<file path="src/rtl/rsr_pkg.sv">
// Package for the replacement-selection run generator.
// Payload structs, sizes and the sorting-key helper; no dependencies.
`default_nettype none
package rsr_pkg;
	localparam int Capacity = 1024;
	localparam int AddrW = $clog2(Capacity);
	localparam int CountW = $clog2(Capacity + 1);
	localparam int QueueDepth = 2;

	typedef struct packed {
		logic kind;
		logic signed [31:0] value;
	} in_t;

	typedef struct packed {
		logic signed [31:0] value_res;
		logic new_run;
	} out_t;

	localparam logic KIND_PUSH = 1'b0;
	localparam logic KIND_DRAIN = 1'b1;

	// Bias the sign bit so that unsigned compare gives signed order.
	function automatic logic [31:0] to_key(input logic [31:0] v);
		to_key = v ^ 32'h8000_0000;
	endfunction
endpackage
`default_nettype wire

</file>
<file path="src/rtl/rsr_front.sv">
// Front end: accepts requests and holds them in a short queue for the engine.
// Uses rsr_pkg.
`default_nettype none
module rsr_front (
	input wire logic clk,
	input wire logic arst_n,
	input wire logic in_valid,
	output logic in_ready,
	input wire rsr_pkg::in_t in_data,
	output logic q_valid,
	input wire logic q_pop,
	output rsr_pkg::in_t q_data
);
	rsr_pkg::in_t slot_q [rsr_pkg::QueueDepth];
	logic wp_q, rp_q;
	logic [1:0] cnt_q;
	logic push;

	assign in_ready = (cnt_q != 2'd2);
	assign push = in_valid && in_ready;
	assign q_valid = (cnt_q != 2'd0);
	assign q_data = slot_q[rp_q];

	always_ff @(posedge clk) begin
		if (push) begin
			slot_q[wp_q] <= in_data;
		end
	end

	always_ff @(posedge clk or negedge arst_n) begin
		if (!arst_n) begin
			wp_q <= 1'b0;
			rp_q <= 1'b0;
			cnt_q <= 2'd0;
		end else begin
			if (push) wp_q <= ~wp_q;
			if (q_pop) rp_q <= ~rp_q;
			cnt_q <= cnt_q + {1'b0, push} - {1'b0, q_pop};
		end
	end

`ifndef SYNTHESIS
	a_no_pop_empty: assert property (@(posedge clk) disable iff (!arst_n)
		q_pop |-> q_valid) else $error("pop from empty queue");
	a_cnt_range: assert property (@(posedge clk) disable iff (!arst_n)
		cnt_q != 2'd3) else $error("queue count overflow");
	a_full_blocks: assert property (@(posedge clk) disable iff (!arst_n)
		(cnt_q == 2'd2) |-> !in_ready) else $error("accept while full");
`endif
endmodule
`default_nettype wire

</file>
<file path="config.mk">
export PLATFORM = sky130hd
export DESIGN_NAME = rsr_front
export DESIGN_NICKNAME = d
export VERILOG_FILES = /design/src/rtl/rsr_pkg.sv /design/src/rtl/rsr_front.sv
export SDC_FILE = /design/constraint.sdc
export NUM_CORES = 1
export LEC_CHECK = 0
export ABC_CLOCK_PERIOD_IN_PS = 5350
export BUFFER_PORTS_ARGS = -buffer_cell sky130_fd_sc_hd__buf_2
export CAP_MARGIN = 20
export CORE_MARGIN = 4
export CORE_UTILIZATION = 55
export CTS_CLUSTER_SIZE = 25
export DETAILED_ROUTE_END_ITERATION = 6
export PLACE_DENSITY = 0.84
export SYNTH_ARGS = -nofsm -noshare
export SYNTH_HDL_FRONTEND = slang
export SYNTH_SLANG_ARGS = --single-unit
</file>
<file path="constraint.sdc">
create_clock -name clk -period 5.35 [get_ports clk]
set_input_delay 0.8025 -clock clk [delete_from_list [all_inputs] [get_ports clk]]
set_output_delay 0.8025 -clock clk [all_outputs]
set_load 0.005 [all_outputs]
</file>
==> run_results.csv <==
group,metric,value,unit
critical_path,r2r_start,"cnt_q[1]",
route,drc,0,
synth,avgSynthCellArea,22.61,sq um
sta,maxSlewViolCount,0,
global_route,grt-ovfl-total,0,
clock_tree,post_cts_resized,0,
die,start_util,57.05,%
finish,drive_gt1_share,57.35,%
sta,tns,0,ns
sta,final.setup_skew,0.007851,ns
place,port_buffers,71,
place,dp.cells,255,
synth,ys_seq_area_share,76.75,%
pwr,comb_power_share,27.5,%
clock_tree,cts_setup_buffers,0,
critical_path,cp-end-kind,"primary output",
clock_tree,clk_latency,0.33,ns
sta,period_minus_slack,2.699,ns
critical_path,r2r-end,"slot_q[0][21]",
synth,synth_fp_nets,158,
synth,synth_top_area_share,73.06,%
route,drt-total-wl,4.329,mm
sta,hold_ws,0.2701,ns
global_route,grt_max_degree,35,
pwr,switching_share,26.82,%
worst_hold_path,hold_path.class,"in2async",
pwr,p_sw,459.6,uW
run_status,status,"finished, final reports clean",
sta,slew_headroom,32.85,%
pwr,internal-power,1.254,mW
sta,hold_viol_final,0,
critical_path,worstRegToRegCells,3,
sta,clock.fmax,0.3706,GHz
pwr,pwr-share-clk,22.5,%
place,gp_congestion,0.7163,
clock_tree,clock-sinks,70,
global_route,antenna_found_initial,0,
pwr,ir_drop,0.0003892,V
route,firstDrtPassIters,4,
clock_tree,clock_path_buffers,2,
finish,antenna_cells,0,
synth,yosysUniqueCellTypes,16,
sta,rsz0062_at_grt,"false",
job,maxCapViolCount,0,
route,routed-via-count,1335,
place,dp_slack,2.987,ns
clock_tree,path_clk_slew,0.06,ns
critical_path,r2r_slack,3.49,ns
pwr,power_leakage,1.330,nW
finish,areaGrowthSynthToFinish,21.77,%
pwr,pwr-share-seq,50.0,%
die,die_h,78.23,microns
critical_path,crit_arrival,1.90,ns
global_route,grt_pass1_vias,1494,
clock_tree,cts.htree.levels,3,
critical_path,worstPathRequired,4.55,ns
sta,setup_viol,0,
die,num_rows,25,
pwr,p_per_area,518.7,nW/um^2
clock_tree,root_buffer,"clkbuf_8",
die,die_area,6120,sq um
critical_path,critPathLaunchType,"flip-flop",
die,coreArea,4755,sq um
die,dieWidth,78.23,microns
route,first_iter_violations,79,
sta,setup_slack,2.651,ns
synth,yosysTopAreaCell,"edfxtp_1",
place,dp_hpwl,2.911,mm
finish,finalNonFillerCells,271,
critical_path,worst-setup-path-type,"reg2out",
synth,yosys_warnings,0,
route,viasPerCell,4.926,
synth,synth_area,2713,sq um
synth,syn_inst,120,
clock_tree,cts_buffers,9,
route,antenna_left,0,
synth,synth_seq_cells,70,
sta,worstMarginPinSlew,1.007,ns
route,wl_per_cell,15.97,microns
global_route,grt_usage,15.48,%
clock_tree,holdBufCountCts,0,
sta,finalCritPeriodShare,50.44,%
global_route,grt_pass1_wl,6.955,mm
finish,fin_nets,237,
critical_path,worstPathMaxFanout,34,
synth,synth_top_cells_by_area,"edfxtp_1 (73%), mux2_4 (16%), dfrtp_1 (3.7%)",
clock_tree,cts_tree,"done",
die,io_pins,72,
[layer usage]
metal / share of wire [%] / GRT usage (%) / up-vias
li1: - / - / 629
met1: 39 / 17.42 / 644
met2: 51 / 25.86 / 56
met3: 8.6 / 6.766 / 6
met4: 1.2 / 6.294 / 0
met5: 0 / 0 / -
[cells in the mapped netlist]
cell type	number
ha_1	1
and3_1	1
buf_6	4
mux2_1	4
edfxtp_1	66
nor3b_2	1
a21bo_1	1
nand2_1	1
or2_2	1
xor2_1	1
nand2b_1	1
nor2_1	1
xnor2_1	3
mux2_4	29
dfrtp_1	4
a21oi_2	1
[worst max-delay path by stage]
stage | startpoint | to | slack [ns]
6_report | rp_q | q_data[0] | 2.65
5_1_grt | rp_q | q_data[0] | 2.53
4_1_cts | rp_q | q_data[0] | 2.62
3_5_place_dp | rp_q | q_data[32] | 2.99
3_3_place_gp | rp_q | q_data[32] | 3.02
2_1_floorplan | in_valid | slot_q[0][0] | 2.62
[through the flow]
| stage | power, mW | util (%) | cell area, sq um |
|---|---|---|---|
| floorplan | 1.177 | - | 2713 |
| global placement | 1.324 | 65.68 | 3123 |
| detailed placement | 1.351 | 65.68 | 3123 |
| CTS | 1.736 | 69.47 | 3303 |
| global route | 1.815 | 69.47 | 3303 |
| finish | 1.713 | 69.47 | 3303 |
[final cells by class]
type                    instances  area [sq um]
flip-flops and latches         70          2083
well taps                      67         83.83
clock inverters                 6         52.55
fillers                       339          1451
repair buffers                 72         362.8
multi-input cells              46         593.1
clock buffers                  10         127.6
[worst max-delay path, cell delays in order (launching register included)]
cell	delay, ns
dfrtp_2	1.02
mux2_1	0.39
buf_2	0.13
[cell families (layout without fill, tap and decap cells)]
group,Yosys count,after routing,synth area share (%)
flops,70,70,76.75
mux,33,33,17.71
simple gates,6,6,1.430
xor+xnor,4,4,1.292
buf+inv,4,88,1.660
compound gates,2,2,0.6920
fa+ha+maj,1,1,0.4612
[cell usage in the layout (no fill, tap or decap), types with 3 or more instances in the layout]
master,n
buf_2,71
clkbuf_8,9
clkinv_1,4
dfrtp_1,3
edfxtp_1,66
mux2_1,4
mux2_4,29
xnor2_1,3
[power by group through the flow]
stage / Sequential, mW / Combinational (mW) / Clock (mW)
after floorplan: 0.794 / 0.382 / 0
after global placement: 0.861 / 0.464 / 0
after detailed placement: 0.874 / 0.477 / 0
after CTS: 0.862 / 0.480 / 0.394
after global routing: 0.877 / 0.511 / 0.427
final: 0.857 / 0.470 / 0.386
[registers in the layout, indices dropped and copies added, names as in the netlist]
signal	count
slot_q	66
rp_q	1
wp_q	1
cnt_q	2
Power figures use the tool's default switching activity.
